### src/rtl/gralloc_pkg.sv
// ----------------------------------------------------------------------------
// Grant reference allocator package
// Sizes, operation and status codes, and the controller/datapath interface.
// ----------------------------------------------------------------------------
package gralloc_pkg;

	localparam int ENTRIES  = 2048;
	localparam int RESERVED = 8;
	localparam int W        = 12;
	localparam int IDX_W    = $clog2(ENTRIES);

	localparam logic [W-1:0] END_REF     = W'(ENTRIES + 1);
	localparam logic [W-1:0] ENTRIES_REF = W'(ENTRIES);
	localparam logic [W-1:0] RESET_HEAD  = W'(RESERVED);
	localparam logic [W-1:0] RESET_TOTAL = W'(ENTRIES - RESERVED);

	localparam logic [2:0] MODE_ALLOC   = 3'd0;
	localparam logic [2:0] MODE_FREE1   = 3'd1;
	localparam logic [2:0] MODE_FREECH  = 3'd2;
	localparam logic [2:0] MODE_CLAIM   = 3'd3;
	localparam logic [2:0] MODE_RELEASE = 3'd4;

	localparam logic [1:0] ST_OK     = 2'd0;
	localparam logic [1:0] ST_NOFREE = 2'd1;
	localparam logic [1:0] ST_EMPTY  = 2'd2;

	// controller to datapath
	typedef struct packed {
		logic clr_en;
		logic load_item;
		logic start;
		logic rd;
		logic link;
		logic wr;
		logic res_load;
	} gralloc_cmd_t;

	// datapath to controller
	typedef struct packed {
		logic is_alloc;
		logic is_free1;
		logic is_freech;
		logic is_claim;
		logic is_release;
		logic alloc_fail;
		logic ref_ok;
		logic claim_end;
		logic walk_more;
		logic link_end;
		logic clr_last;
		logic out_busy;
	} gralloc_stat_t;

endpackage

### src/rtl/gralloc_ctrl.sv
// ----------------------------------------------------------------------------
// Grant reference allocator controller
// Sequences the clearing pass, the link walks, the final write and the result.
// ----------------------------------------------------------------------------
module gralloc_ctrl (
	input  logic                       clk,
	input  logic                       arst_n,
	input  logic                       in_valid,
	output logic                       in_ready,
	input  gralloc_pkg::gralloc_stat_t stat,
	output gralloc_pkg::gralloc_cmd_t  cmd
);
	import gralloc_pkg::*;

	typedef enum logic [6:0] {
		S_CLEAR = 7'b0000001,
		S_IDLE  = 7'b0000010,
		S_EVAL  = 7'b0000100,
		S_RD    = 7'b0001000,
		S_LINK  = 7'b0010000,
		S_WR    = 7'b0100000,
		S_DONE  = 7'b1000000
	} state_t;

	state_t state_q, state_d;

	always_comb begin
		state_d  = state_q;
		cmd      = '0;
		in_ready = 1'b0;
		unique case (state_q)
			S_CLEAR: begin
				cmd.clr_en = 1'b1;
				if (stat.clr_last) begin
					state_d = S_IDLE;
				end
			end
			S_IDLE: begin
				in_ready = 1'b1;
				if (in_valid) begin
					cmd.load_item = 1'b1;
					state_d       = S_EVAL;
				end
			end
			S_EVAL: begin
				cmd.start = 1'b1;
				priority if (stat.is_alloc) begin
					state_d = stat.alloc_fail ? S_DONE : S_RD;
				end else if (stat.is_freech) begin
					state_d = stat.ref_ok ? S_RD : S_DONE;
				end else if (stat.is_claim) begin
					state_d = stat.claim_end ? S_DONE : S_RD;
				end else if (stat.is_free1 || stat.is_release) begin
					state_d = stat.ref_ok ? S_WR : S_DONE;
				end else begin
					state_d = S_DONE;
				end
			end
			S_RD: begin
				cmd.rd  = 1'b1;
				state_d = S_LINK;
			end
			S_LINK: begin
				cmd.link = 1'b1;
				priority if (stat.is_claim) begin
					state_d = S_DONE;
				end else if (stat.is_alloc) begin
					state_d = stat.walk_more ? S_RD : S_WR;
				end else begin
					// chain free: stop at an end link or after a full pool of steps
					state_d = (stat.link_end || !stat.walk_more) ? S_WR : S_RD;
				end
			end
			S_WR: begin
				cmd.wr  = 1'b1;
				state_d = S_DONE;
			end
			S_DONE: begin
				if (!stat.out_busy) begin
					cmd.res_load = 1'b1;
					state_d      = S_IDLE;
				end
			end
			default: begin
				state_d = S_CLEAR;
			end
		endcase
	end

	always_ff @(posedge clk or negedge arst_n) begin
		if (!arst_n) begin
			state_q <= S_CLEAR;
		end else begin
			state_q <= state_d;
		end
	end

endmodule

### config.mk
export PLATFORM = sky130hd
export DESIGN_NAME = gralloc_ctrl
export DESIGN_NICKNAME = d
export VERILOG_FILES = /design/src/rtl/gralloc_pkg.sv /design/src/rtl/gralloc_ctrl.sv
export SDC_FILE = /design/constraint.sdc
export NUM_CORES = 1
export LEC_CHECK = 0
export BUFFER_PORTS_ARGS = -buffer_cell sky130_fd_sc_hd__buf_2
export CORE_AREA = 2 2 39 41
export DETAILED_ROUTE_END_ITERATION = 10
export DIE_AREA = 0 0 41 43
export GPL_ROUTABILITY_DRIVEN = 0
export PLACE_DENSITY = 0.69
export SLEW_MARGIN = 40
export SYNTH_ARGS = -nofsm -noshare
export SYNTH_HDL_FRONTEND = slang
export SYNTH_SLANG_ARGS = --single-unit
### constraint.sdc
create_clock -name clk -period 3.1 [get_ports clk]
set_input_delay 0.31 -clock clk [delete_from_list [all_inputs] [get_ports clk]]
set_output_delay 0.31 -clock clk [all_outputs]
set_load 0.01 [all_outputs]
# Yosys cells after proc, flatten, opt, wreduce, memory -nomap -nowiden
# Index checks and enable logic that the tools add are counted.
[totals]
register_bits = 7
input_bits = 15
out_inout_bits = 8
word_cells = 41
[op_classes]
n_eq_ne = 10
n_mux = 26
n_reduce_logical = 4
[ops]
columns = ["op", "count"]
rows = [
  ["$mux 7", 12],
  ["$pmux 7 s7", 1],
  ["$mux 6", 3],
  ["$mux 1", 10],
  ["$eq 7x1->1 const B", 1],
  ["$eq 7x2->1 const B", 1],
  ["$eq 7x3->1 const B", 1],
  ["$eq 7x4->1 const B", 1],
  ["$eq 7x5->1 const B", 1],
  ["$eq 7x6->1 const B", 1],
  ["$eq 7x7->1 const B", 1],
  ["$ne 2x2->1 const B", 3],
  ["$reduce_and 3->1", 1],
  ["$logic_or 1x1->1", 2],
  ["$logic_not 1->1", 1],
]

# Longest topological paths before layout
# Gate-level depths: netlist (run 1).
[depth]
depth_word = 6
depth_mapped = 5
ltp_nobuf = 4

# Worst setup path before layout (run 1)
# OpenSTA, ideal clock, no wires.
[synth_timing]
path_kind = "register -> output"
start = "register state_q[5]"
end = "output port cmd[5] (netlist name)"
arrival_ns = 1.463
required_ns = 2.790
slack_ns = 1.327
stages_incl_launch_ff = 5
path_buffers = 0
path_cell_list = "dfrtp_1 > or3_4 > or3_4 > nor2_4 > and2_1"
[synth_rtl]
columns = ["item", "line_no", "source"]
rows = [
  ["from (decl)", "gralloc_ctrl.sv:25", "state_t state_q, state_d;"],
  ["from (signal assigned)", "gralloc_ctrl.sv:94", "state_q <= state_d;"],
  ["to (decl)", "gralloc_ctrl.sv:11", "output gralloc_pkg::gralloc_cmd_t cmd"],
]

==> impl_metrics.py, run 1 <==
metrics = {
    "status": {
        "outcome": "finished, final reports clean",
    },
    "global_routing": {
        "gr-usage-met2": 0.2438,
        "grt_pass1_vias": 485,
        "grt_pass1_wl_mm": 1.890,
        "grt_use_met1": 0.2061,
        "grt-ovfl-total": 0,
        "grt_start_max_net_pins": 10,
        "antenna_found_initial": 0,
        "grt_usage": 0.1570,
        "top_usage_layer": "met2",
        "gr-usage-met3": 0.01571,
    },
    "yosys": {
        "synth.distinct_cells": 35,
        "synth_top_cell_area_share": 0.2850,
        "synth_edf_count": 0,
        "synth-simple-area-share": 0.3492,
        "netlist_top_cells_area": "dfrtp_1 29%, nor2_1 5.7%, dfstp_2 5.0%",
        "synth_nets": 77,
        "yosysSeqAreaShare": 0.3349,
        "syn_area_sq_um": 526.8,
        "synth_compound_area_frac": 0.2162,
        "ys_dominant_reg_cell": "dfrtp_1",
        "synth_fa_ha_area_frac": 0,
        "ys_async_sr_fraction": 1.000,
        "synthMuxAreaShare": 0,
        "syn_inst": 62,
        "synthXorXnorAreaFrac": 0.01663,
        "synthTopCellsByCount": "8 x nor2_1, 6 x dfrtp_1, 6 x inv_1",
        "ys_ff_latch": 7,
        "synth_most_common_cell": "nor2_1",
        "synth_area_leader_cell": "dfrtp_1",
        "avgSynthCellArea_sq_um": 8.496,
        "yosysWarnings": 0,
        "synth_top_family_by_area": "simple AND/OR/NAND/NOR gates",
    },
    "cts": {
        "cts_setup_buffers": 0,
        "hold_buffers": 1,
        "insertion_delay_ns": 0.24,
        "cts_max_path_buffers": 2,
        "clkTransAtPathRegs_ns": 0.05,
        "cts_tree": "done",
        "cts_repair_resize_count": 0,
        "htreeDepth": 1,
        "ctsRootBufferMaster": "clkbuf_4",
        "numCtsBuffers": 3,
        "clkSinkCount": 7,
    },
    "cells_and_area": {
        "reg_top3": "state_q x7",
        "top_register": "state_q",
        "diodes": 0,
        "nNetsFinal": 102,
        "final_cells": 102,
        "drive_above_1_share": 0.3605,
        "area_delta_synth_final_pct": 27.55,
        "largest_register_ffs": 7,
    },
    "sta": {
        "setup_slack_ns": 1.002,
        "hold_violations": 0,
        "slew_violations": 0,
        "finalClockSkew_ns": 0.002077,
        "slew-limit-headroom": 0.6486,
        "setup_violations": 0,
        "period_share": 0.6767,
        "tns_ns": 0,
        "tightest_slew_ns": 0.5224,
        "finalCriticalPeriod_ns": 2.098,
        "grt_setup_unrepaired": "no",
        "max_freq_mhz": 476.7,
    },
    "power": {
        "p_per_area_mw_per_mm2": 568.7,
        "power_mw": 0.3821,
        "power_leakage_nw": 0.3583,
        "ir_worst_vdd_uv": 319.3,
    },
    "detailed_routing": {
        "route.antenna.remaining_nets": 0,
        "wl_per_cell_um": 11.00,
        "first_pass_iters": 2,
        "viasPerCell": 5.108,
        "drt-initial-drc-count": 1,
        "wirelength_mm": 1.122,
        "drc": 0,
        "via_count": 521,
    },
    "min_path": {
        "min_from": "stat[1]",
        "min_to": "state_q[0]$_DFFE_PN1P_",
        "holdPathStages": 2,
        "hold_path_class": "input pin to flop",
    },
    "die": {
        "row_count": 14,
        "die_y_um": 43,
        "core_area_sq_mm": 0.001384,
        "ioPinCount": 23,
        "die_w_um": 41,
        "die-area_sq_mm": 0.001763,
        "initial_utilization": 0.3807,
    },
    "placement": {
        "io_buffers": 22,
        "placed_cells": 97,
        "post-dp-hpwl_um": 935.1,
        "pre_cts_slack_ns": 1.256,
    },
    "setup_path": {
        "end_kind": "output port",
        "worstPathRequired_ns": 2.79,
        "r2r-end": "state_q[3]$_DFFE_PN0P_",
        "rrSetupSlack_ns": 1.48,
        "path_class": "flop to output port",
        "r2r-start": "state_q[3]$_DFFE_PN0P_",
        "arrival_ns": 1.79,
        "path_max_fanout": 4,
        "start_kind": "flop",
        "reg2reg_depth": 4,
    },
    "job": {
        "maxCapViolations": 0,
    },
}
## routing by layer
| layer | share of wire | wire length, um |
|---|---|---|
| met1 | 0.43 | 487 |
| met2 | 0.51 | 572 |
| met3 | 0.055 | 62 |
| met4 | 0 | 0 |
| met5 | 0 | 0 |
## placed cells by master (no fill, tap or decap), drive strengths merged, types with 2 or more instances in the layout
cell    instances
a21oi           4
and2            2
and2b           2
buf            22
clkbuf          4
dfrtp           6
inv             6
nand3           3
nor2            9
nor3            2
or2b            2
or3             2
## layout make-up
| cell class | instances | area [sq um] |
|---|---|---|
| Fill cell | 143 | 711.9 |
| Multi-Input combinational cell | 46 | 306.5 |
| Sequential cell | 7 | 176.4 |
| Timing Repair Buffer | 23 | 120.1 |
| Clock buffer | 4 | 26.28 |
| Inverter | 6 | 22.52 |
| Tap cell | 16 | 20.02 |
## worst max-delay path: stages (launching register included)
cell and delay (ns):
dfrtp_1 0.40, or3_4 0.41, or3_4 0.37, nor2_4 0.12, and2_1 0.12, buf_2 0.12
## metrics by stage
step | hold WS, ns | utilization | area, sq um
after detailed placement | 0.1438 | 0.4593 | 635.6
final | 0.2396 | 0.4855 | 671.9
after global routing | 0.2288 | 0.4855 | 671.9
after floorplan | 0.01441 | - | 526.8
after global placement | 0.1415 | 0.4593 | 635.6
after CTS | 0.2302 | 0.4855 | 671.9
## cell families after synthesis
family,after synthesis
xor gates and xnor gates,1
DFF,7
buffers and inverters,9
AOI/OAI and AO/OA,15
and+or+nand+nor,30
## report_power, final
group / leakage (nW) / switching, mW / internal (mW) / total (mW)
registers: 0.0931 / 0.0298 / 0.113 / 0.143
clock network: 0.0150 / 0.0281 / 0.0488 / 0.0769
logic: 0.250 / 0.0802 / 0.0821 / 0.162
## how the worst max path moves through the flow
stage               cells after the start     end  slack [ns]                   start
floorplan                               4  cmd[5]        1.33  state_q[5]$_DFFE_PN0P_
global placement                        5  cmd[5]        1.29  state_q[5]$_DFFE_PN0P_
detailed placement                      5  cmd[5]        1.26  state_q[5]$_DFFE_PN0P_
CTS                                     5  cmd[5]        0.99  state_q[2]$_DFFE_PN0P_
global route                            5  cmd[5]        0.91  state_q[5]$_DFFE_PN0P_
finish                                  5  cmd[5]        1.00  state_q[2]$_DFFE_PN0P_
Power figures use the tool's default switching activity.
==> run 2: changes to the inputs <==
--- a/config.mk
+++ b/config.mk
@@ -5,12 +5,13 @@
 export SDC_FILE = /design/constraint.sdc
 export NUM_CORES = 1
 export LEC_CHECK = 0
+export ABC_AREA = 1
 export BUFFER_PORTS_ARGS = -buffer_cell sky130_fd_sc_hd__buf_2
-export CORE_AREA = 2 2 39 41
+export CORE_MARGIN = 2
+export CORE_UTILIZATION = 41
 export DETAILED_ROUTE_END_ITERATION = 10
-export DIE_AREA = 0 0 41 43
 export GPL_ROUTABILITY_DRIVEN = 0
-export PLACE_DENSITY = 0.69
+export PLACE_DENSITY = 0.72
 export SLEW_MARGIN = 40
 export SYNTH_ARGS = -nofsm -noshare
 export SYNTH_HDL_FRONTEND = slang
==> constraint.sdc (replaced) <==
create_clock -name clk -period 1.9 [get_ports clk]
set_input_delay 0.19 -clock clk [delete_from_list [all_inputs] [get_ports clk]]
set_output_delay 0.19 -clock clk [all_outputs]
set_load 0.01 [all_outputs]
==> impl_metrics.py, run 2 <==
metrics = {
    "status": {
        "outcome": "finished, final reports clean",
    },
    "cts": {
        "insertion_delay_ns": 0.25,
        "cts_repair_resize_count": 0,
        "cts_max_path_buffers": 2,
        "cts_tree": "done",
        "clkSinkCount": 7,
        "clkTransAtPathRegs_ns": 0.05,
        "cts_setup_buffers": 0,
        "hold_buffers": 1,
        "numCtsBuffers": 3,
        "ctsRootBufferMaster": "clkbuf_4",
        "htreeDepth": 1,
    },
    "cells_and_area": {
        "reg_top3": "state_q x7",
        "layout_common_cells": "22 x buf_2, 19 x nand2_1, 13 x inv_1, 13 x nor2_1",
        "final_common_cell": "buf_2",
        "top_register": "state_q",
        "fill_cells": 135,
        "nNetsFinal": 131,
        "largest_register_ffs": 7,
        "area_delta_synth_final_pct": 28.45,
        "drive_above_1_share": 0.4348,
        "diodes": 0,
        "stdcell_area_sq_um": 745.7,
        "final-seq-area_sq_um": 176.4,
        "multi_input_area_sq_um": 327.8,
    },
    "global_routing": {
        "grt_pass1_vias": 553,
        "antenna_found_initial": 0,
        "grt_start_max_net_pins": 8,
        "grt-ovfl-total": 0,
        "grt_usage": 0.1581,
        "grt_pass1_wl_mm": 2.090,
    },
    "yosys": {
        "syn_area_sq_um": 580.6,
        "synth_nets": 103,
        "ys_async_sr_fraction": 1.000,
        "synth.distinct_cells": 17,
        "synth_edf_count": 0,
        "netlist_top_cells_area": "dfrtp_1 26%, nand2_1 12%, inv_1 8.4%",
        "ys_dominant_reg_cell": "dfrtp_1",
        "yosysWarnings": 0,
        "synth_top_cell_area_share": 0.2586,
        "syn_inst": 88,
        "synth_most_common_cell": "nand2_1",
        "ys_ff_latch": 7,
        "yosysSeqAreaShare": 0.3039,
        "synth_area_leader_cell": "dfrtp_1",
        "synthTopCellsByCount": "19 x nand2_1, 13 x inv_1, 13 x nor2_1",
        "avgSynthCellArea_sq_um": 6.597,
    },
    "placement": {
        "postPlaceCellArea_sq_um": 709.4,
        "post-dp-hpwl_mm": 1.059,
        "io_buffers": 22,
    },
    "setup_path": {
        "r2r-start": "state_q[0]$_DFFE_PN1P_",
        "worstPathRequired_ns": 1.71,
        "worstSetupEndpoint": "in_ready",
        "rrSetupSlack_ns": 0.74,
        "path_max_fanout": 4,
        "r2r-end": "state_q[1]$_DFFE_PN0P_",
        "end_kind": "output port",
        "reg2reg_depth": 7,
        "path_class": "flop to output port",
        "start_kind": "flop",
        "cp-startpoint": "state_q[0]$_DFFE_PN1P_",
        "arrival_ns": 1.28,
    },
    "die": {
        "row_count": 13,
        "ioPinCount": 23,
        "initial_utilization": 0.4406,
        "die-area_sq_mm": 0.001733,
        "core_area_sq_mm": 0.001318,
        "die_y_um": 41.63,
        "die_w_um": 41.63,
    },
    "detailed_routing": {
        "drt-initial-drc-count": 7,
        "wl_per_cell_um": 9.215,
        "wirelength_mm": 1.198,
        "drc": 0,
        "route.antenna.remaining_nets": 0,
        "viasPerCell": 4.477,
        "via_count": 582,
        "first_pass_iters": 4,
    },
    "power": {
        "p_per_area_mw_per_mm2": 914.8,
        "ir_worst_vdd_uv": 461.8,
        "power_leakage_nw": 0.4365,
    },
    "job": {
        "maxCapViolations": 0,
    },
    "sta": {
        "slew-limit-headroom": 0.8890,
        "period_share": 0.7716,
        "tightest_slew_ns": 0.1665,
        "finalCriticalPeriod_ns": 1.466,
        "tns_ns": 0,
        "grt_setup_unrepaired": "no",
        "finalClockSkew_ns": 0.0008929,
        "slew_violations": 0,
        "max_freq_mhz": 682.1,
        "setup_violations": 0,
        "hold_violations": 0,
    },
    "min_path": {
        "hold_path_class": "input pin to flop",
    },
}
==> run 2: cell count changes after synthesis, moves of 3 or more <==
cell	previous run	this run
inv_1	6	13
inv_2	0	6
nand2_2	0	6
nor2_4	1	4
nor2_1	8	13
nand2_1	1	19
nand3_1	3	6
==> run 2: worst min path at each step <==
stage | endpoint | startpoint | slack, ns | depth (start not counted)
5_1_grt | state_q[0]$_DFFE_PN1P_ | stat[1] | 0.18 | 4
3_3_place_gp | state_q[1]$_DFFE_PN0P_ | arst_n | 0.03 | 1
2_1_floorplan | state_q[1]$_DFFE_PN0P_ | arst_n | -0.11 | 0
4_1_cts | state_q[0]$_DFFE_PN1P_ | stat[1] | 0.17 | 4
6_report | state_q[0]$_DFFE_PN1P_ | stat[1] | 0.17 | 4
3_5_place_dp | state_q[1]$_DFFE_PN0P_ | arst_n | 0.03 | 1
==> run 2: final cells by class <==
type / count / area share
clock buffers: 4 / 0.03523
inverters: 20 / 0.1023
multi-input cells: 61 / 0.4396
flip-flops and latches: 7 / 0.2366
well taps: 15 / 0.02517
repair buffers: 23 / 0.1611
==> run 2: worst max-delay path, stage by stage (launching register included) <==
cell      delay [ns]
dfstp_2         0.56
inv_1           0.06
nand2_1         0.05
nor2_1          0.05
nand2_2         0.09
clkinv_2        0.08
buf_2           0.14
==> run 2: report_power, final <==
part           total [mW]  internal [mW]  switching, mW
logic               0.329          0.122          0.207
clock network       0.138         0.0803         0.0574
registers           0.215          0.185         0.0301
total               0.682          0.387          0.295
==> run 2: cell families after synthesis <==
logic type	count (synthesis)	share of synthesized area
AOI/OAI and AO/OA	6	0.05819
DFF	7	0.3039
and+or+nand+nor	55	0.5065
buffers and inverters	20	0.1315
==> run 2: metrics by stage <==
step,hold slack [ns],util,std cells,worst slack [ns],power (mW)
floorplan,-0.1056,-,88,0.7910,0.4625
global placement,0.02598,0.5385,125,0.7064,0.5422
global route,0.1777,0.5660,130,0.3439,0.7487
finish,0.1721,0.5660,130,0.4339,0.6822
CTS,0.1687,0.5660,130,0.4361,0.6880
detailed placement,0.03075,0.5385,125,0.7114,0.5485
==> run 2: layer usage <==
metal,up-vias,share of wire,GRT usage
li1,314,-,-
met1,249,0.43,0.1989
met2,19,0.52,0.2500
met3,0,0.046,0.01304
met4,0,0,0.1161
met5,-,0,0
